[src/qsu_pkg.sv]
// Package: shared types, codes and constants of the quoted string unescaper.
`timescale 1ns / 1ps
`default_nettype none

package qsu_pkg;

  localparam int COUNT_BITS_DEFAULT = 16;
  localparam int CAP_W = 16;
  localparam int LEN_W = 16;
  localparam logic [CAP_W-1:0] CAP_RESET = 16'd256;
  localparam int MAX_RES = 4;

  // Character codes
  localparam logic [7:0] CH_QUOTE  = 8'h22;
  localparam logic [7:0] CH_BSLASH = 8'h5c;
  localparam logic [7:0] CH_LOW_B  = 8'h62;
  localparam logic [7:0] CH_LOW_T  = 8'h74;
  localparam logic [7:0] CH_LOW_N  = 8'h6e;
  localparam logic [7:0] CH_LOW_F  = 8'h66;
  localparam logic [7:0] CH_LOW_R  = 8'h72;
  localparam logic [7:0] CH_LOW_U  = 8'h75;
  localparam logic [7:0] CH_UP_U   = 8'h55;
  localparam logic [7:0] CH_DEL    = 8'h7f;
  localparam logic [7:0] CH_SPACE  = 8'h20;
  localparam logic [7:0] CH_BS     = 8'h08;
  localparam logic [7:0] CH_TAB    = 8'h09;
  localparam logic [7:0] CH_LF     = 8'h0a;
  localparam logic [7:0] CH_FF     = 8'h0c;
  localparam logic [7:0] CH_CR     = 8'h0d;

  // Code point limits and UTF-8 marks
  localparam logic [31:0] CP_MAX     = 32'h0010ffff;
  localparam logic [31:0] CP_SUR_LO  = 32'h0000d800;
  localparam logic [31:0] CP_SUR_HI  = 32'h0000dfff;
  localparam logic [31:0] CP_1B_MAX  = 32'h0000007f;
  localparam logic [31:0] CP_2B_MAX  = 32'h000007ff;
  localparam logic [31:0] CP_3B_MAX  = 32'h0000ffff;
  localparam logic [7:0]  UTF_LEAD2  = 8'hc0;
  localparam logic [7:0]  UTF_LEAD3  = 8'he0;
  localparam logic [7:0]  UTF_LEAD4  = 8'hf0;
  localparam logic [7:0]  UTF_CONT   = 8'h80;

  localparam logic [3:0] HEX_SHORT = 4'd4;
  localparam logic [3:0] HEX_LONG  = 4'd8;

  typedef enum logic [2:0] {
    PH_AWAIT = 3'd0,
    PH_BODY  = 3'd1,
    PH_ESC   = 3'd2,
    PH_HEX   = 3'd3,
    PH_STOP  = 3'd4
  } phase_t;

  typedef enum logic [1:0] {
    KIND_BYTE = 2'd0,
    KIND_DONE = 2'd1,
    KIND_ERR  = 2'd2
  } kind_t;

  typedef struct packed {
    logic [7:0]       out_byte;
    kind_t            kind;
    logic [LEN_W-1:0] length;
  } result_t;

  typedef struct packed {
    logic [2:0]                count;
    result_t [MAX_RES-1:0]     item;
  } res_bundle_t;

  typedef struct packed {
    phase_t      phase;
    logic [3:0]  hex_left;
    logic [31:0] code_accum;
  } core_state_t;

endpackage

`default_nettype wire

[src/qsu_in_if.sv]
// Interface: raw byte channel into the unescaper.
`timescale 1ns / 1ps
`default_nettype none

interface qsu_in_if;
  logic       valid;
  logic       ready;
  logic [7:0] data_byte;
  logic       first;

  modport source (output valid, output data_byte, output first, input ready);
  modport sink (input valid, input data_byte, input first, output ready);
endinterface

`default_nettype wire

[src/qsu_out_if.sv]
// Interface: decoded result channel out of the unescaper.
`timescale 1ns / 1ps
`default_nettype none

interface qsu_out_if;
  logic        valid;
  logic        ready;
  logic [7:0]  out_byte;
  logic [1:0]  kind;
  logic        last;
  logic [15:0] length;

  modport source (output valid, output out_byte, output kind, output last,
                  output length, input ready);
  modport sink (input valid, input out_byte, input kind, input last,
                input length, output ready);
endinterface

`default_nettype wire

[src/quoted_string_unescaper_core.sv]
// Top level: quoted string unescaper with input register, parse state and result register.
//
//  channel      dir   handshake     payload
//  raw_bytes    in    valid/ready   data_byte[7:0], first
//  results      out   valid/ready   out_byte[7:0], kind[1:0], last, length[15:0]
//  cfg          in    cfg_wr_en     cfg_wr_data[15:0] -> out_capacity
//
//  A byte is taken into the input register, decoded combinationally into 0 to 4 results
//  and loaded into the result register, which hands out one result per cycle while ready.
//  Bytes giving at most one result flow at one per cycle while the result side is ready;
//  a code point of n UTF-8 bytes gives n results and stalls the input until the last
//  of them leaves. Reset (rst, synchronous) empties both registers, sets capacity to 256
//  and awaits an opening quote. A stalled result side holds one further byte only.
`timescale 1ns / 1ps
`default_nettype none

module quoted_string_unescaper_core #(
  parameter int COUNT_BITS = qsu_pkg::COUNT_BITS_DEFAULT
) (
  input  wire logic                       clk,
  input  wire logic                       rst,
  qsu_in_if.sink                          raw_bytes,
  qsu_out_if.source                       results,
  input  wire logic                       cfg_wr_en,
  input  wire logic [qsu_pkg::CAP_W-1:0]  cfg_wr_data
);

  logic                        hold_valid;
  logic [7:0]                  hold_byte;
  logic                        hold_first;
  logic                        accept;
  logic                        advance;
  logic                        q_free;
  logic                        load;

  qsu_pkg::core_state_t        state;
  qsu_pkg::core_state_t        state_next;
  logic [COUNT_BITS-1:0]       written_count;
  logic [COUNT_BITS-1:0]       written_count_next;
  logic [qsu_pkg::CAP_W-1:0]   out_capacity;
  qsu_pkg::res_bundle_t        res;

  assign advance         = hold_valid && q_free;
  assign raw_bytes.ready = !hold_valid || advance;
  assign accept          = raw_bytes.valid && raw_bytes.ready;
  assign load            = advance && (res.count != 3'd0);

  always_ff @(posedge clk) begin
    if (rst) begin
      hold_valid <= 1'b0;
    end else if (accept) begin
      hold_valid <= 1'b1;
    end else if (advance) begin
      hold_valid <= 1'b0;
    end
  end

  always_ff @(posedge clk) begin
    if (accept) begin
      hold_byte  <= raw_bytes.data_byte;
      hold_first <= raw_bytes.first;
    end
  end

  // Advance parse state only when the held byte moves on
  always_ff @(posedge clk) begin
    if (rst) begin
      state.phase      <= qsu_pkg::PH_AWAIT;
      state.hex_left   <= 4'd0;
      state.code_accum <= 32'd0;
      written_count    <= '0;
    end else if (advance) begin
      state         <= state_next;
      written_count <= written_count_next;
    end
  end

  always_ff @(posedge clk) begin
    if (rst) begin
      out_capacity <= qsu_pkg::CAP_RESET;
    end else if (cfg_wr_en) begin
      out_capacity <= cfg_wr_data;
    end
  end

  qsu_step #(
    .COUNT_BITS (COUNT_BITS)
  ) u_step (
    .data_byte          (hold_byte),
    .first              (hold_first),
    .cur                (state),
    .written_count      (written_count),
    .out_capacity       (out_capacity),
    .nxt                (state_next),
    .written_count_next (written_count_next),
    .res                (res)
  );

  qsu_result_q u_result_q (
    .clk     (clk),
    .rst     (rst),
    .load    (load),
    .res     (res),
    .free    (q_free),
    .results (results)
  );

`ifndef ASSERT_OFF
  a_first_clears_count: assert property (@(posedge clk) disable iff (rst)
    (advance && hold_first) |=> (written_count == '0))
    else $error("length not cleared on a new string");
  a_hex_pending: assert property (@(posedge clk) disable iff (rst)
    (state.phase == qsu_pkg::PH_HEX) |-> (state.hex_left != 4'd0))
    else $error("hex phase with no digits left");
  a_hold_kept: assert property (@(posedge clk) disable iff (rst)
    (hold_valid && !q_free) |=> (hold_valid && $stable(hold_byte)))
    else $error("held byte lost while result register busy");
`endif

endmodule

`default_nettype wire

[src/qsu_step.sv]
// Combinational decode of one held byte: next parse state and up to four results.
`timescale 1ns / 1ps
`default_nettype none

module qsu_step #(
  parameter int COUNT_BITS = qsu_pkg::COUNT_BITS_DEFAULT
) (
  input  wire logic [7:0]                  data_byte,
  input  wire logic                        first,
  input  wire qsu_pkg::core_state_t        cur,
  input  wire logic [COUNT_BITS-1:0]       written_count,
  input  wire logic [qsu_pkg::CAP_W-1:0]   out_capacity,
  output qsu_pkg::core_state_t             nxt,
  output logic [COUNT_BITS-1:0]            written_count_next,
  output qsu_pkg::res_bundle_t             res
);

  localparam int SUM_W = ((COUNT_BITS > qsu_pkg::CAP_W) ? COUNT_BITS : qsu_pkg::CAP_W) + 1;

  logic [SUM_W-1:0]  cap_lim;
  logic [SUM_W-1:0]  cap_ext;
  logic [SUM_W-1:0]  usable;
  logic [SUM_W-1:0]  wc_ext;
  logic [3:0]        digit;
  logic              digit_ok;
  logic [31:0]       accum_shift;
  logic [3:0]        hex_dec;
  logic [7:0]        simple_cp;
  logic              simple_ok;
  logic [31:0]       cp_sel;
  logic              cp_ok;
  logic [2:0]        enc_n;
  logic [7:0]        enc [qsu_pkg::MAX_RES];
  logic              room;

  // Hex digit value
  always_comb begin
    digit    = 4'd0;
    digit_ok = 1'b1;
    if (data_byte >= 8'h30 && data_byte <= 8'h39) begin
      digit = data_byte[3:0];
    end else if ((data_byte >= 8'h61 && data_byte <= 8'h66) ||
                 (data_byte >= 8'h41 && data_byte <= 8'h46)) begin
      digit = data_byte[3:0] + 4'd9;
    end else begin
      digit_ok = 1'b0;
    end
  end

  assign accum_shift = {cur.code_accum[27:0], digit};
  assign hex_dec     = cur.hex_left - 4'd1;

  // Single-letter escapes
  always_comb begin
    simple_ok = 1'b1;
    unique case (data_byte)
      qsu_pkg::CH_QUOTE:  simple_cp = qsu_pkg::CH_QUOTE;
      qsu_pkg::CH_BSLASH: simple_cp = qsu_pkg::CH_BSLASH;
      qsu_pkg::CH_LOW_B:  simple_cp = qsu_pkg::CH_BS;
      qsu_pkg::CH_LOW_T:  simple_cp = qsu_pkg::CH_TAB;
      qsu_pkg::CH_LOW_N:  simple_cp = qsu_pkg::CH_LF;
      qsu_pkg::CH_LOW_F:  simple_cp = qsu_pkg::CH_FF;
      qsu_pkg::CH_LOW_R:  simple_cp = qsu_pkg::CH_CR;
      default: begin
        simple_cp = 8'd0;
        simple_ok = 1'b0;
      end
    endcase
  end

  assign cp_sel = (cur.phase == qsu_pkg::PH_ESC) ? {24'd0, simple_cp} : accum_shift;
  assign cp_ok  = (cp_sel != 32'd0) && (cp_sel <= qsu_pkg::CP_MAX) &&
                  !((cp_sel >= qsu_pkg::CP_SUR_LO) && (cp_sel <= qsu_pkg::CP_SUR_HI));

  // UTF-8 encoder
  always_comb begin
    enc[0] = cp_sel[7:0];
    enc[1] = 8'd0;
    enc[2] = 8'd0;
    enc[3] = 8'd0;
    enc_n  = 3'd1;
    if (cp_sel <= qsu_pkg::CP_1B_MAX) begin
      enc_n = 3'd1;
    end else if (cp_sel <= qsu_pkg::CP_2B_MAX) begin
      enc[0] = qsu_pkg::UTF_LEAD2 | {3'd0, cp_sel[10:6]};
      enc[1] = qsu_pkg::UTF_CONT | {2'd0, cp_sel[5:0]};
      enc_n  = 3'd2;
    end else if (cp_sel <= qsu_pkg::CP_3B_MAX) begin
      enc[0] = qsu_pkg::UTF_LEAD3 | {4'd0, cp_sel[15:12]};
      enc[1] = qsu_pkg::UTF_CONT | {2'd0, cp_sel[11:6]};
      enc[2] = qsu_pkg::UTF_CONT | {2'd0, cp_sel[5:0]};
      enc_n  = 3'd3;
    end else begin
      enc[0] = qsu_pkg::UTF_LEAD4 | {5'd0, cp_sel[20:18]};
      enc[1] = qsu_pkg::UTF_CONT | {2'd0, cp_sel[17:12]};
      enc[2] = qsu_pkg::UTF_CONT | {2'd0, cp_sel[11:6]};
      enc[3] = qsu_pkg::UTF_CONT | {2'd0, cp_sel[5:0]};
      enc_n  = 3'd4;
    end
  end

  // Usable capacity is capped by the counter range
  assign cap_lim = SUM_W'(1) << COUNT_BITS;
  assign cap_ext = SUM_W'(out_capacity);
  assign usable  = (cap_ext > cap_lim) ? cap_lim : cap_ext;
  assign wc_ext  = SUM_W'(written_count);
  assign room    = (wc_ext + SUM_W'(enc_n)) < usable;

  always_comb begin
    nxt                = cur;
    written_count_next = written_count;
    res.count          = 3'd0;
    for (int i = 0; i < qsu_pkg::MAX_RES; i++) begin
      res.item[i].out_byte = 8'd0;
      res.item[i].kind     = qsu_pkg::KIND_ERR;
      res.item[i].length   = '0;
    end

    if (first) begin
      nxt.hex_left       = 4'd0;
      nxt.code_accum     = 32'd0;
      written_count_next = '0;
      if (data_byte == qsu_pkg::CH_QUOTE) begin
        nxt.phase = qsu_pkg::PH_BODY;
      end else begin
        nxt.phase = qsu_pkg::PH_STOP;
        res.count = 3'd1;
      end
    end else begin
      unique case (cur.phase)
        qsu_pkg::PH_BODY: begin
          if (data_byte == qsu_pkg::CH_QUOTE) begin
            nxt.phase = qsu_pkg::PH_STOP;
            res.count = 3'd1;
            if (wc_ext < usable) begin
              res.item[0].kind   = qsu_pkg::KIND_DONE;
              res.item[0].length = qsu_pkg::LEN_W'(written_count);
            end
          end else if (data_byte == qsu_pkg::CH_BSLASH) begin
            nxt.phase = qsu_pkg::PH_ESC;
          end else if (data_byte < qsu_pkg::CH_SPACE || data_byte == qsu_pkg::CH_DEL ||
                       (wc_ext + SUM_W'(1)) >= usable) begin
            nxt.phase = qsu_pkg::PH_STOP;
            res.count = 3'd1;
          end else begin
            res.count            = 3'd1;
            res.item[0].out_byte = data_byte;
            res.item[0].kind     = qsu_pkg::KIND_BYTE;
            written_count_next   = written_count + COUNT_BITS'(1);
          end
        end
        qsu_pkg::PH_ESC: begin
          nxt.phase = qsu_pkg::PH_BODY;
          if (data_byte == qsu_pkg::CH_LOW_U || data_byte == qsu_pkg::CH_UP_U) begin
            nxt.phase      = qsu_pkg::PH_HEX;
            nxt.code_accum = 32'd0;
            nxt.hex_left   = (data_byte == qsu_pkg::CH_LOW_U) ? qsu_pkg::HEX_SHORT
                                                               : qsu_pkg::HEX_LONG;
          end else if (simple_ok && room) begin
            res.count = enc_n;
            for (int i = 0; i < qsu_pkg::MAX_RES; i++) begin
              res.item[i].out_byte = enc[i];
              res.item[i].kind     = qsu_pkg::KIND_BYTE;
            end
            written_count_next = written_count + COUNT_BITS'(enc_n);
          end else begin
            nxt.phase = qsu_pkg::PH_STOP;
            res.count = 3'd1;
          end
        end
        qsu_pkg::PH_HEX: begin
          if (!digit_ok) begin
            nxt.phase = qsu_pkg::PH_STOP;
            res.count = 3'd1;
          end else begin
            nxt.code_accum = accum_shift;
            nxt.hex_left   = hex_dec;
            if (hex_dec == 4'd0) begin
              if (cp_ok && room) begin
                nxt.phase = qsu_pkg::PH_BODY;
                res.count = enc_n;
                for (int i = 0; i < qsu_pkg::MAX_RES; i++) begin
                  res.item[i].out_byte = enc[i];
                  res.item[i].kind     = qsu_pkg::KIND_BYTE;
                end
                written_count_next = written_count + COUNT_BITS'(enc_n);
              end else begin
                nxt.phase = qsu_pkg::PH_STOP;
                res.count = 3'd1;
              end
            end
          end
        end
        default: begin
          // awaiting quote or stopped: drop the byte
        end
      endcase
    end
  end

endmodule

`default_nettype wire

[src/qsu_result_q.sv]
// Result register: holds up to four results of one byte and hands them out in order.
`timescale 1ns / 1ps
`default_nettype none

module qsu_result_q (
  input  wire logic                 clk,
  input  wire logic                 rst,
  input  wire logic                 load,
  input  wire qsu_pkg::res_bundle_t res,
  output logic                      free,
  qsu_out_if.source                 results
);

  qsu_pkg::result_t [qsu_pkg::MAX_RES-1:0] entries;
  logic [2:0]                              rem;
  logic                                    take;

  assign take = (rem != 3'd0) && results.ready;
  // Free when empty, or when the final entry leaves this cycle
  assign free = (rem == 3'd0) || ((rem == 3'd1) && take);

  always_ff @(posedge clk) begin
    if (rst) begin
      rem <= 3'd0;
    end else if (load) begin
      rem <= res.count;
    end else if (take) begin
      rem <= rem - 3'd1;
    end
  end

  always_ff @(posedge clk) begin
    if (load) begin
      entries <= res.item;
    end else if (take) begin
      entries[qsu_pkg::MAX_RES-2:0] <= entries[qsu_pkg::MAX_RES-1:1];
    end
  end

  assign results.valid    = (rem != 3'd0);
  assign results.out_byte = entries[0].out_byte;
  assign results.kind     = 2'(entries[0].kind);
  assign results.last     = (rem == 3'd1);
  assign results.length   = entries[0].length;

`ifndef ASSERT_OFF
  a_load_when_free: assert property (@(posedge clk) disable iff (rst)
    load |-> free)
    else $error("result register loaded while results still pending");
  a_status_is_last: assert property (@(posedge clk) disable iff (rst)
    ((rem != 3'd0) && (entries[0].kind != qsu_pkg::KIND_BYTE)) |-> (rem == 3'd1))
    else $error("completion or error result not last of its byte");
  a_rem_bound: assert property (@(posedge clk) disable iff (rst)
    rem <= 3'(qsu_pkg::MAX_RES))
    else $error("pending result count out of range");
`endif

endmodule

`default_nettype wire

[src/flat_wrapper.sv]
// flat-port wrapper written by rule: the top's interface ports become plain ports
module quoted_string_unescaper_core_flat 
#(
  parameter int COUNT_BITS = qsu_pkg::COUNT_BITS_DEFAULT
)
  (clk, rst, cfg_wr_en, cfg_wr_data, raw_bytes_valid, raw_bytes_data_byte, raw_bytes_first, raw_bytes_ready, results_valid, results_out_byte, results_kind, results_last, results_length, results_ready);
  qsu_in_if raw_bytes_i ();
  qsu_out_if results_i ();
  input  wire logic clk;
  input  wire logic rst;
  input  wire logic cfg_wr_en;
  input  wire logic [qsu_pkg::CAP_W-1:0] cfg_wr_data;
  input wire logic [$bits(raw_bytes_i.valid)-1:0] raw_bytes_valid;
  input wire logic [$bits(raw_bytes_i.data_byte)-1:0] raw_bytes_data_byte;
  input wire logic [$bits(raw_bytes_i.first)-1:0] raw_bytes_first;
  output wire logic [$bits(raw_bytes_i.ready)-1:0] raw_bytes_ready;
  output wire logic [$bits(results_i.valid)-1:0] results_valid;
  output wire logic [$bits(results_i.out_byte)-1:0] results_out_byte;
  output wire logic [$bits(results_i.kind)-1:0] results_kind;
  output wire logic [$bits(results_i.last)-1:0] results_last;
  output wire logic [$bits(results_i.length)-1:0] results_length;
  input wire logic [$bits(results_i.ready)-1:0] results_ready;
  assign raw_bytes_i.valid = raw_bytes_valid;
  assign raw_bytes_i.data_byte = raw_bytes_data_byte;
  assign raw_bytes_i.first = raw_bytes_first;
  assign raw_bytes_ready = raw_bytes_i.ready;
  assign results_valid = results_i.valid;
  assign results_out_byte = results_i.out_byte;
  assign results_kind = results_i.kind;
  assign results_last = results_i.last;
  assign results_length = results_i.length;
  assign results_i.ready = results_ready;
  quoted_string_unescaper_core #(.COUNT_BITS(COUNT_BITS)) u_core (.clk(clk), .rst(rst), .raw_bytes(raw_bytes_i), .results(results_i), .cfg_wr_en(cfg_wr_en), .cfg_wr_data(cfg_wr_data));
endmodule
[config.mk]
export PLATFORM = sky130hd
export DESIGN_NAME = quoted_string_unescaper_core_flat
export DESIGN_NICKNAME = d
export VERILOG_FILES = /design/src/qsu_pkg.sv /design/src/qsu_in_if.sv /design/src/qsu_out_if.sv /design/src/quoted_string_unescaper_core.sv /design/src/qsu_step.sv /design/src/qsu_result_q.sv /design/src/flat_wrapper.sv
export SDC_FILE = /design/constraint.sdc
export NUM_CORES = 1
export LEC_CHECK = 0
export ABC_AREA = 1
export BUFFER_PORTS_ARGS = -buffer_cell sky130_fd_sc_hd__buf_4
export CAP_MARGIN = 20
export CORE_UTILIZATION = 35
export CTS_BUF_LIST = sky130_fd_sc_hd__clkbuf_16
export CTS_CLUSTER_SIZE = 20
export DETAILED_ROUTE_END_ITERATION = 7
export SYNTH_ARGS = -nofsm -noshare
export SYNTH_HDL_FRONTEND = slang
export SYNTH_HIERARCHICAL = 1
export SYNTH_SLANG_ARGS = --single-unit
[constraint.sdc]
create_clock -name clk -period 8.92 [get_ports clk]
set_input_delay 1.784 -clock clk [delete_from_list [all_inputs] [get_ports clk]]
set_output_delay 1.784 -clock clk [all_outputs]
set_load 0.005 [all_outputs]
[After elaboration in Yosys (flattened, before gate mapping)]
Index checks and enable logic that the tools add are counted.
Word-level totals
  word-level logic and storage cells: 190
  output and inout port bits: 29
  register bits: 136
  bits of input ports: 30
Operators by class
  muxes and demuxes: 89
  magnitude comparators: 17
  equality and inequality tests: 25
  reductions and logical operators: 34
  add/subtract/negate cells: 7
Operator list (number)
  $mux W10: 22
  $mux W16: 13
  $mux W78: 2
  $eq A8 B7 Y1 const B: 9
  $mux W36: 2
  $pmux W36 S2: 1
  $le A32 B16 Y1 const B: 2
  $mux W32: 2
  $pmux W10 S2: 3
  $mux W3: 18
  $pmux W7 S7: 1
  $pmux W16 S3: 1
  $mux W39: 1
  $ge A32 B16 Y1 const B: 1
  $le A32 B11 Y1 const B: 1
  $le A32 B21 Y1 const B: 1
  $le A32 B7 Y1 const B: 1
  $reduce_bool A32 Y1: 1
  $pmux W10 S3: 1
  $mux W13: 2
  $mux W26: 1
  $mux W21: 1
  $ne A3 B2 Y1 const B: 7
  $mux W18: 1
  other kinds (39): 77

[Depth between registers and ports, before layout]
Gate-level depths: netlist of run 1.
  depth in word-level cells: 21
  mapped depth: 43
  gate-level depth less buffers: 42

[Modules after synthesis]
The synthesis of run 1 kept the hierarchy.
Modules (own cells, without submodules)
  qsu_step: seq. area each 0.0 um2, instances 1, cells an instance 1132, area an instance 6098.3 um2
  qsu_result_q: seq. area each 3183.1 um2, instances 1, cells an instance 422, area an instance 4535.6 um2
  quoted_string_unescaper_core: seq. area each 1711.6 um2, instances 1, cells an instance 436, area an instance 3116.7 um2

[Worst setup path before layout of run 1]
Ideal clock, no wire load.
  path type: register to register
  start point: reg u_core/state[38] (netlist name)
  end point: reg u_core/u_result_q/entries[26] (netlist name)
  buffers on the path: 4
  data required time: 8488 ps
  library setup time: 432 ps
  arrival time: 7814 ps
  period minus slack after synthesis: 8246 ps
  path slack: 674 ps
  stages on the path, launching flop included: 42
  cells stage by stage: dfxtp_1 inv_2 nand3_4 buf_6 nand2_1 nand3_1 nor2_2 nand2_2 clkbuf_1 nand2_1 ha_1 fa_1 nand2_1 nand2_1 nand2_1 nor2_1 inv_1 nor2_1 [6 not listed] nand2_1 nand3_1 inv_1 nor2_1 nand2_1 nor2_4 nand3_1 nor2_1 nand3_1 nand2_4 buf_8 inv_2 nor2_1 inv_1 a21oi_1 buf_2 a21oi_2 inv_1
RTL lines
  start, declared: RTL line quoted_string_unescaper_core.sv:36  | qsu_pkg::core_state_t state;
  start signal, assigned: RTL line quoted_string_unescaper_core.sv:73  | state <= state_next;

==> results of run 1 <==
## cell type report
cell class / count / area (um^2) / area share
Clock buffer: 17 / 425 / 0.0292
Clock inverter: 15 / 218 / 0.0149
Inverter: 243 / 913 / 0.0626
Multi-Input combinational cell: 1420 / 7000 / 0.480
Sequential cell: 184 / 4810 / 0.330
Tap cell: 511 / 639 / 0.0438
Timing Repair Buffer: 72 / 578 / 0.0396
## registers in the layout (all words and copies together) (netlist names)
| name | flops |
|---|---|
| u_core/u_result_q/results.length | 16 |
| u_core/u_result_q/rem | 3 |
| u_core/u_result_q/results.out_byte | 8 |
| u_core/state | 35 |
| u_core/u_result_q/entries | 78 |
| u_core/hold_first | 1 |
| u_core/hold_byte | 8 |
| u_core/written_count | 16 |
| u_core/out_capacity | 16 |
| u_core/hold_valid | 1 |
| u_core/u_result_q/results.kind | 2 |
## metal layers
metal	routed length (um)	GRT usage	part of all wire	vias up
met5	0	0	0	-
li1	-	-	-	6079
met3	2300	0.0366	0.056	77
met4	1350	0.0932	0.033	0
met2	18700	0.339	0.45	335
met1	18900	0.293	0.46	5585
## cell usage in the layout (no fill, tap or decap), types with 20 or more instances in the layout
| master | n |
|---|---|
| xor2_1 | 25 |
| o21ai_0 | 80 |
| o211ai_1 | 25 |
| dfxtp_1 | 71 |
| nand2_1 | 587 |
| ha_1 | 60 |
| nand4_1 | 31 |
| a21oi_1 | 45 |
| buf_4 | 69 |
| edfxtp_1 | 113 |
| nor3_1 | 20 |
| inv_1 | 225 |
| conb_1 | 54 |
| nand3_1 | 88 |
| nor2_1 | 289 |
## per-stage QoR
step	power, mW	hold WS, ns	util	instances
finish	4.28	0.470	0.385	2462
global route	4.63	0.489	0.385	2462
CTS	4.30	0.471	0.385	2462
detailed placement	3.45	0.449	0.368	2430
global placement	3.43	0.449	0.368	2430
floorplan	2.88	0.429	-	2007
## worst min path at each step
stage | start | to | cells after the start
after floorplan | u_core/out_capacity[8] | u_core/out_capacity[8] | 2
after global placement | u_core/out_capacity[8] | u_core/out_capacity[8] | 2
final | u_core/out_capacity[8] | u_core/out_capacity[8] | 2
after detailed placement | u_core/out_capacity[8] | u_core/out_capacity[8] | 2
after CTS | u_core/out_capacity[8] | u_core/out_capacity[8] | 2
after global routing | u_core/out_capacity[8] | u_core/out_capacity[8] | 2
## tightest hold or removal path, stage by stage (launching register included)
cell,delay [ns]
dfxtp_1,0.34
nand2_1,0.05
nand3_1,0.05
## report_power, final
part	total, mW	switching, mW	leakage [nW]	internal (mW)
registers	1.43	0.191	1.65	1.24
clock network	0.824	0.428	0.310	0.396
logic	2.02	1.38	4.94	0.646
==> metrics.md, run 1 <==
| Metric | Value |
|---|---|
| Outcome | `finished, final reports clean` |
| Initial core utilization | `0.358` |
| Die Height | `199 um` |
| Nets | `2,029` |
| Max Buffers Root-to-Sink | `2` |
| DIE WIDTH | `199 um` |
| Pre-CTS setup slack | `1.30 ns` |
| CTS resizes | `0` |
| Max cap viols | `0` |
| DR pass1 iterations | `5` |
| Final WS setup | `1.23 ns` |
| Min-delay worst type | `reg2reg` |
| CP Buf/Inv Count | `11` |
| CTS Sinks | `184` |
| I/O Buffers | `58` |
| Startpoint types | `register` |
| Crit path depth | `38` |
| Fin crit share | `0.862` |
| Vias in the first global route | `11,454` |
| Tmin final | `7.69 ns` |
| Mapped Area | `13,500 um^2` |
| ANT nets after route | `0` |
| Diodes inserted | `0` |
| Num CTS Buffers | `17` |
| Via count | `12,076` |
| Area grow syn2layout | `7.67%` |
| Post-Syn Area per Cell | `6.93 um^2` |
| Filler cell count | `4,096` |
| Share of cells above drive strength 1 | `0.0928` |
| LEAKAGE | `6.90 nW` |
| Die Area | `39,500 um^2` |
| Slew at the pin with the worst max-slew slack | `0.896 ns` |
| Synth warnings | `6` |
| Max_slew headroom | `0.400` |
| Power per Cell Area | `293 nW/um^2` |
| DRC viols | `0` |
| CTS H-Tree Depth | `4` |
| First-pass GRT wire length | `64.8 mm` |
| Fmax | `130 MHz` |
| GRT overflow | `0` |
| Flop-to-flop setup slack | `1.23 ns` |
| Unrepaired setup endpoints after global routing | `false` |
| Clk_lat worst skew | `0.47 ns` |
| Critical-path top delay cell | `dfxtp_1` |
| Initial antenna violation count | `0` |
| Worst Setup Path Type | `reg2reg` |
| Post-CTS setup buffers | `0` |
| Routed WL | `41.2 mm` |
| Initial drt markers | `1,044` |
| Area after DPL | `13,900 um^2` |
| Routed len/inst | `16.7 um` |
| CORE AREA | `37,800 um^2` |
| Number of I/O pins | `59` |
| Pins Over Slew Limit | `0` |
| Final RePlAce weighted congestion | `0.937` |
| Vias per cell | `4.90` |
| Top cell family by delay on the critical path | `simple AND/OR/NAND/NOR gates` |
| CP endpoint | `u_core/u_result_q/entries[48]` |
| Design Area, Final | `14,600 um^2` |
| R2r worst-path depth | `38` |
| Pin count of the biggest net entering global routing | `110` |
| Clk_skew | `0.0150 ns` |
| CTS root buf | `clkbuf_16` |
| Rows | `71` |
| Crit path DAT | `7.82 ns` |
| Worst-path clk slew | `0.08 ns` |
| DP HPWL | `30.2 mm` |
| Worst R2R Start | `u_core/state[37]` |
| Sum Neg Setup Slack | `0 ns` |
| Worst setup startpoint | `u_core/state[37]` |
| # setup viols final | `0` |
| CP endpoint kind | `register` |
| VDD IR max | `0.170 mV` |
| WP data required | `9.05 ns` |
| Max stage delay on crit path | `0.51 ns` |
| Critical path fanouts, max | `109` |
| Final hold vios | `0` |
| Most common cell on crit path | `nor2_1` |
| Tot GR Track Use | `0.217` |
| FF-to-FF End | `u_core/u_result_q/entries[48]` |
| CTS Hold Bufs | `0` |
| TritonCTS clock tree | `yes` |
| Synth Instances | `1,954` |
No activity file was read; power rests on OpenSTA's default activity.
==> run 2: changes to the inputs <==
Settings changed: RECOVER_POWER from default to 100, SYNTH_HIERARCHICAL 1 to default.
==> run 2 against run 1 <==
  * The run now ends with capacitance limit, slew limit left
  * Synthesized cell count shrank 40%
  * Synthesized area shrank 35%
  * Register-to-register slack gained 0.18 ns
  * Cell count shrank 39%
  * Sequential share of layout area shrank 0.37 points
  * Clock power shrank 16%
  * Global-route usage shrank 3.3 points
  * Critical endpoint is now u_core.u_result_q.results.length[5]
  * Largest cell class unchanged
  * Largest power group is now registers
==> metrics.md, run 2 <==
| Metric | Value |
|---|---|
| Nets | `1,269 (-37%)` |
| Final hold vios | `0 (unchanged)` |
| DR pass1 iterations | `5 (unchanged)` |
| Pwr Total | `2.04 mW (-52%)` |
| Cell variety after synth | `51` |
| Fmax | `133 MHz (+2.4%)` |
| Top post-synthesis cells by count | `243 x nand2_1, 143 x nor2_1, 121 x inv_1` |
| Pins Over Slew Limit | `51 (+51)` |
| Pin count of the biggest net entering global routing | `51 (-54%)` |
| Number of I/O pins | `59 (unchanged)` |
| Max stage delay on crit path | `0.71 ns (+0.20 ns)` |
| Synth warnings | `0 (-6)` |
| DP HPWL | `17.5 mm (-42%)` |
| Post-synth top area share | `0.201` |
| Die Height | `161 um (-19%)` |
| Min-delay worst type | `reg2reg` |
| Placed Cells incl. Taps | `1,479 (-39%)` |
| WP data required | `9.18 ns (+0.13 ns)` |
| Worst hold slack | `0.484 ns (+0.0142 ns)` |
| CTS root buf | `clkbuf_16` |
| Sum Neg Setup Slack | `0 ns (unchanged)` |
| Unrepaired setup endpoints after global routing | `false` |
| I/O Buffers | `58 (unchanged)` |
| CP endpoint kind | `register` |
| Synth Instances | `1,165 (-40%)` |
| Vias per cell | `5.06 (+3.2%)` |
| Most frequent cells in the layout | `242 x nand2_1, 144 x nor2_1, 126 x inv_1` |
| Power per Cell Area | `209 nW/um^2 (-29%)` |
| CTS Hold Bufs | `0 (unchanged)` |
| Num CTS Buffers | `17 (unchanged)` |
| Max Buffers Root-to-Sink | `2 (unchanged)` |
| Initial antenna violation count | `0 (unchanged)` |
| Worst-path clk slew | `0.07 ns (about the same)` |
| Top Registers | `u_core.state: 35 flops, u_core.u_result_q.entries: 24 flops` |
| EDFF count, synth | `59` |
| First-pass GRT wire length | `37.5 mm (-42%)` |
| Area grow syn2layout | `11.0%` |
| Mapped Area | `8810 um^2 (-35%)` |
| Tot GR Track Use | `0.183 (-0.0333)` |
| Post-CTS setup buffers | `0 (unchanged)` |
| Clk_lat worst skew | `0.43 ns (-0.04 ns)` |
| # setup viols final | `0 (unchanged)` |
| LEAKAGE | `4.25 nW (-38%)` |
| VDD IR max | `0.110 mV (-36%)` |
| Slew at the pin with the worst max-slew slack | `2.46 ns (+1.57 ns)` |
| Sequential share of the synthesized area | `0.362` |
| Worst Setup Path Type | `reg2reg` |
| Async SR Flop Fraction | `0` |
| Failing checks | `capacitance limit, slew limit` |
| Critical path fanouts, max | `38 (-65%)` |
| CTS resizes | `0 (unchanged)` |
| Initial drt markers | `593 (-43%)` |
| Seq cells post-synth | `130` |
| Initial core utilization | `0.359 (+0.00126)` |
| Max_slew headroom | `-0.641 (-1.04)` |
| Routed len/inst | `15.3 um (-8.6%)` |
| Biggest register | `u_core.state` |
| Share of cells above drive strength 1 | `0.108 (+0.0151)` |
| Cell with the most instances after synthesis | `nand2_1` |
| Tmin final | `7.51 ns (-0.183 ns)` |
| Outcome | `finished, violations left` |
| Rows | `57 (-20%)` |
| Crit path DAT | `7.77 ns (-0.05 ns)` |
| Clk_skew | `0.0116 ns (-0.00344 ns)` |
| Die Area | `25,800 um^2 (-35%)` |
| CTS Sinks | `130 (-29%)` |
| DIE WIDTH | `161 um (-19%)` |
| Max reg flops | `35 (-55%)` |
| Syn Nets | `1,260` |
| Routed WL | `23.1 mm (-44%)` |
| Commonest non-fill, non-tap cell in the layout | `nand2_1` |
| TritonCTS clock tree | `yes` |
| Final RePlAce weighted congestion | `0.920 (-1.8%)` |
| Via count | `7,645 (-37%)` |
| Most common cell on crit path | `nor2_1` |
| CORE AREA | `24,500 um^2 (-35%)` |
| DRC viols | `0 (unchanged)` |
| Max cap viols | `1 (+1)` |
| ANT nets after route | `0 (unchanged)` |
| Fin crit share | `0.842 (-0.0205)` |
| Vias in the first global route | `7,020 (-39%)` |
| Top post-synthesis cells by area | `edfxtp_1 20%, dfxtp_1 16%, nand2_1 10%, ha_1 8.9%, nor2_1 6.1%` |
| Critical-path top delay cell | `nor3_1` |
| GRT overflow | `0 (unchanged)` |
| Startpoint types | `register` |
| Main synth FF type | `dfxtp_1` |
| Diodes inserted | `0 (unchanged)` |
| Post-Syn Area per Cell | `7.56 um^2 (+9.1%)` |
| Synth area leader | `edfxtp_1` |
| CTS H-Tree Depth | `4 (unchanged)` |
| Finished Layout Cells | `1,511 (-39%)` |
==> run 2: power breakdown <==
group | leakage [nW] | internal (mW) | switching (mW)
clock | 0.278 | 0.409 | 0.282
sequential | 1.14 | 0.782 | 0.0503
combinational | 2.83 | 0.185 | 0.332
total | 4.25 | 1.38 | 0.665
==> run 2: area by class of cell <==
| class | count | area [um^2] |
|---|---|---|
| Tap cell | 324 | 405 |
| Fill cell | 2585 | 14800 |
| Clock inverter | 15 | 144 |
| Sequential cell | 130 | 3190 |
| Inverter | 135 | 508 |
| Timing Repair Buffer | 59 | 435 |
| Clock buffer | 17 | 425 |
| Multi-Input combinational cell | 831 | 4670 |
==> run 2: metal layers <==
metal	GRT usage	vias to the layer above	share of wire
met4	0.0463	0	0.010
met1	0.281	3541	0.53
met3	0.0416	14	0.061
met5	0	-	0
met2	0.254	191	0.40
li1	-	3899	-
==> run 2: critical path: cells and delay by family (launching register included) <==
family	cells	cell delay, ns
and+or+nand+nor	22	4.96
xor gates and xnor gates	1	0.21
buffers and inverters	2	0.61
DFF	1	0.38
adders and majority gates	2	0.59
AOI/OAI and AO/OA	4	0.57
==> run 2: logic make-up (layout without fill, tap and decap cells) <==
kind of cell / Yosys count / after routing / synth area share
xor gates and xnor gates: 36 / 36 / 0.0358
DFF: 130 / 130 / 0.362
AOI/OAI and AO/OA: 200 / 200 / 0.134
buffers and inverters: 204 / 226 / 0.103
and+or+nand+nor: 530 / 530 / 0.271
adders and majority gates: 65 / 65 / 0.0940
==> run 2: worst paths after layout <==
path                          from                             endpoint  slack [ns]  cells past startpoint
hold / removal     u_core.state[1]                      u_core.state[1]        0.48                      2
hold reg to reg    u_core.state[1]                      u_core.state[1]        0.48                      2
setup / recovery  u_core.state[37]  u_core.u_result_q.results.length[5]        1.41                     31
setup reg to reg  u_core.state[37]  u_core.u_result_q.results.length[5]        1.41                     31
==> run 2: through the flow <==
stage               setup slack, ns  area (um^2)   util
floorplan                      3.50         8810      -
global route                  0.588         9780  0.399
CTS                            1.70         9830  0.401
global placement               2.06         9260  0.377
finish                         1.41         9780  0.399
detailed placement             1.76         9260  0.377
==> run 3: changes to the inputs <==
Clock period 8.92 ns to 6.35 ns, I/O delays scaled along.
==> run 3 against run 2 <==
  * The run still ends with capacitance limit, slew limit left
  * Clock power rose by 37%
  * Count of clock-buffer cells in the layout rose by 1
  * Sequential share of layout area fell by 0.15 points
  * Combinational power rose by 46%
  * Worst setup slack got worse by 0.75 ns
  * Cell count rose by 0.33%
  * Register-to-register slack got worse by 0.75 ns
  * First-iteration DRC count rose by 39%
  * Power rose by 40%
  * Flip-flop and latch count did not move
  * Critical path type unchanged
  * Critical endpoint is now u_core.u_result_q.entries[74]
  * Largest power group unchanged
==> metrics.md, run 3 (same netlist as run 2, synthesis figures left out) <==
| Metric | Value |
|---|---|
| Outcome | `finished, violations left` |
| Failing checks | `capacitance limit, slew limit` |
| Post-CTS setup buffers | `0 (unchanged)` |
| DP HPWL | `17.8 mm (+1.8%)` |
| Number of I/O pins | `59 (unchanged)` |
| Pin count of the biggest net entering global routing | `51 (unchanged)` |
| Worst setup startpoint | `u_core.state[37]` |
| Startpoint types | `register` |
| Initial drt markers | `826 (+39%)` |
| I/O Buffers | `58 (unchanged)` |
| Design Area, Final | `9830 um^2 (+0.47%)` |
| DIE WIDTH | `161 um (unchanged)` |
| Sum Neg Setup Slack | `0 ns (unchanged)` |
| Share of cells above drive strength 1 | `0.112 (+0.00374)` |
| Num CTS Buffers | `17 (unchanged)` |
| Routed WL | `23.5 mm (+1.5%)` |
| Critical path fanouts, max | `26 (-32%)` |
| Initial antenna violation count | `0 (unchanged)` |
| CTS Hold Bufs | `0 (unchanged)` |
| Flop-to-flop setup slack | `0.66 ns (-0.75 ns)` |
| TritonCTS clock tree | `yes` |
| CTS resizes | `0 (unchanged)` |
| Placed Cells incl. Taps | `1,484 (+0.34%)` |
| Switching Share | `0.327 (+0.00136)` |
| Commonest non-fill, non-tap cell in the layout | `nand2_1` |
| Pins Over Slew Limit | `51 (unchanged)` |
| Final hold vios | `0 (unchanged)` |
| CP endpoint kind | `register` |
| Area after DPL | `9310 um^2 (+0.54%)` |
| Vias per cell | `5.09 (+0.61%)` |
| GRT overflow | `0 (unchanged)` |
| Max Buffers Root-to-Sink | `2 (unchanged)` |
| Unrepaired setup endpoints after global routing | `false` |
| Critical-path top delay cell | `nand2_2` |
| Logic pwr share | `0.263 (+0.010)` |
| Die Height | `161 um (unchanged)` |
| Sequential fraction of design power | `0.408 (about the same)` |
| Worst hold slack | `0.477 ns (-0.00728 ns)` |
| Routed len/inst | `15.5 um (+1.2%)` |
| Clk_skew | `0.0119 ns (+0.000327 ns)` |
| Max cap viols | `1 (unchanged)` |
| Die Area | `25,800 um^2 (unchanged)` |
| Crit path DAT | `5.81 ns (-1.96 ns)` |
| CTS H-Tree Depth | `4 (unchanged)` |
| FF-to-FF End | `u_core.u_result_q.entries[74]` |
| Fmax | `176 MHz (+32%)` |
| CORE AREA | `24,500 um^2 (unchanged)` |
| Max stage delay on crit path | `0.43 ns (-0.28 ns)` |
| Fin crit share | `0.895 (+0.0535)` |
| Most common cell on crit path | `nand2_1` |
| Worst Setup Path Type | `reg2reg` |
| Slew at the pin with the worst max-slew slack | `2.53 ns (+0.0662 ns)` |
| Tot GR Track Use | `0.188 (+0.00424)` |
| Power per Cell Area | `292 nW/um^2 (+40%)` |
| First-pass GRT wire length | `38.2 mm (+1.9%)` |
| ANT nets after route | `0 (unchanged)` |
| Clock Power Share | `0.330 (-0.009)` |
| Clk_lat worst skew | `0.43 ns (about the same)` |
| Vias in the first global route | `7,201 (+2.6%)` |
| DRC viols | `0 (unchanged)` |
| CP endpoint | `u_core.u_result_q.entries[74]` |
| Rows | `57 (unchanged)` |
| Max_slew headroom | `-0.685 (-0.0441)` |
| Biggest register | `u_core.state` |
| Area grow syn2layout | `11.5%` |
| Via count | `7,717 (+0.94%)` |
| # setup viols final | `0 (unchanged)` |
| Tmin final | `5.69 ns (-1.82 ns)` |
| R2r worst-path depth | `35 (+13%)` |
| Worst-path clk slew | `0.06 ns (about the same)` |
| CTS Sinks | `130 (unchanged)` |
| Worst R2R Start | `u_core.state[37]` |
| Min-delay worst type | `reg2reg` |
| Final RePlAce weighted congestion | `0.953 (+3.5%)` |
| Nets | `1,274 (+0.39%)` |
| DR pass1 iterations | `6 (+1)` |
| Cell-internal power | `1.93 mW (+40%)` |
| Diodes inserted | `0 (unchanged)` |
| CTS root buf | `clkbuf_16` |
| Max reg flops | `35 (unchanged)` |
| LEAKAGE | `4.31 nW (+1.4%)` |
| WP data required | `6.48 ns (-2.70 ns)` |
| Most frequent cells in the layout | `244 x nand2_1, 147 x nor2_1, 123 x inv_1` |
| VDD IR max | `0.144 mV (+31%)` |
| Top Registers | `u_core.state: 35 flops, u_core.u_result_q.entries: 24 flops` |
| Initial core utilization | `0.359 (unchanged)` |
| Sw Pwr | `938 uW (+41%)` |
| Finished Layout Cells | `1,516 (+0.33%)` |
run 3: metal layers:
metal  routed length, um  global-route usage  vias up
met5                   0                   0        -
met4                 227              0.0519        0
met3                1680              0.0377       15
met2                9440               0.256      238
met1               12100               0.292     3556
li1                    -                   -     3908
run 3: worst min path at each step:
stage | start | slack (ns) | depth (start not counted) | to
3_5_place_dp | u_core.state[1] | 0.47 | 2 | u_core.state[1]
4_1_cts | u_core.state[1] | 0.48 | 2 | u_core.state[1]
3_3_place_gp | u_core.state[0] | 0.47 | 2 | u_core.state[0]
6_report | u_core.state[1] | 0.48 | 2 | u_core.state[1]
5_1_grt | u_core.state[1] | 0.49 | 2 | u_core.state[1]
2_1_floorplan | u_core.state[0] | 0.45 | 2 | u_core.state[0]
run 3: stage by stage:
stage	power (mW)	utilization	worst slack (ns)
global route	3.04	0.401	0.104
detailed placement	1.95	0.379	0.541
floorplan	1.76	-	0.926
global placement	1.95	0.379	0.717
finish	2.87	0.401	0.664
CTS	2.91	0.402	0.526
run 3: worst max-delay path, delay by kind of cell (launching register included):
family	cells	cell delay (ns)
XOR/XNOR	1	0.15
buffers and inverters	4	0.42
flip-flops	1	0.37
AO/OA/AOI/OAI	5	0.72
AND/OR/NAND/NOR	22	3.01
adder cells (fa/ha/maj)	3	0.67
run 3: cell type report:
class,count,area [um^2]
tap,324,405
inverter,135,508
multi-input combinational,831,4680
sequential,130,3190
clock inverter,14,113
fill,2612,14700
clock buffer,18,450
timing repair buffer,64,478
run 3: power by group through the flow:
| stage | Sequential [mW] | Combinational, mW | Clock [mW] |
|---|---|---|---|
| after floorplan | 1.17 | 0.589 | 0 |
| after global placement | 1.19 | 0.760 | 0 |
| after detailed placement | 1.19 | 0.766 | 0 |
| after CTS | 1.17 | 0.769 | 0.966 |
| after global routing | 1.19 | 0.852 | 1.00 |
| final | 1.17 | 0.753 | 0.945 |
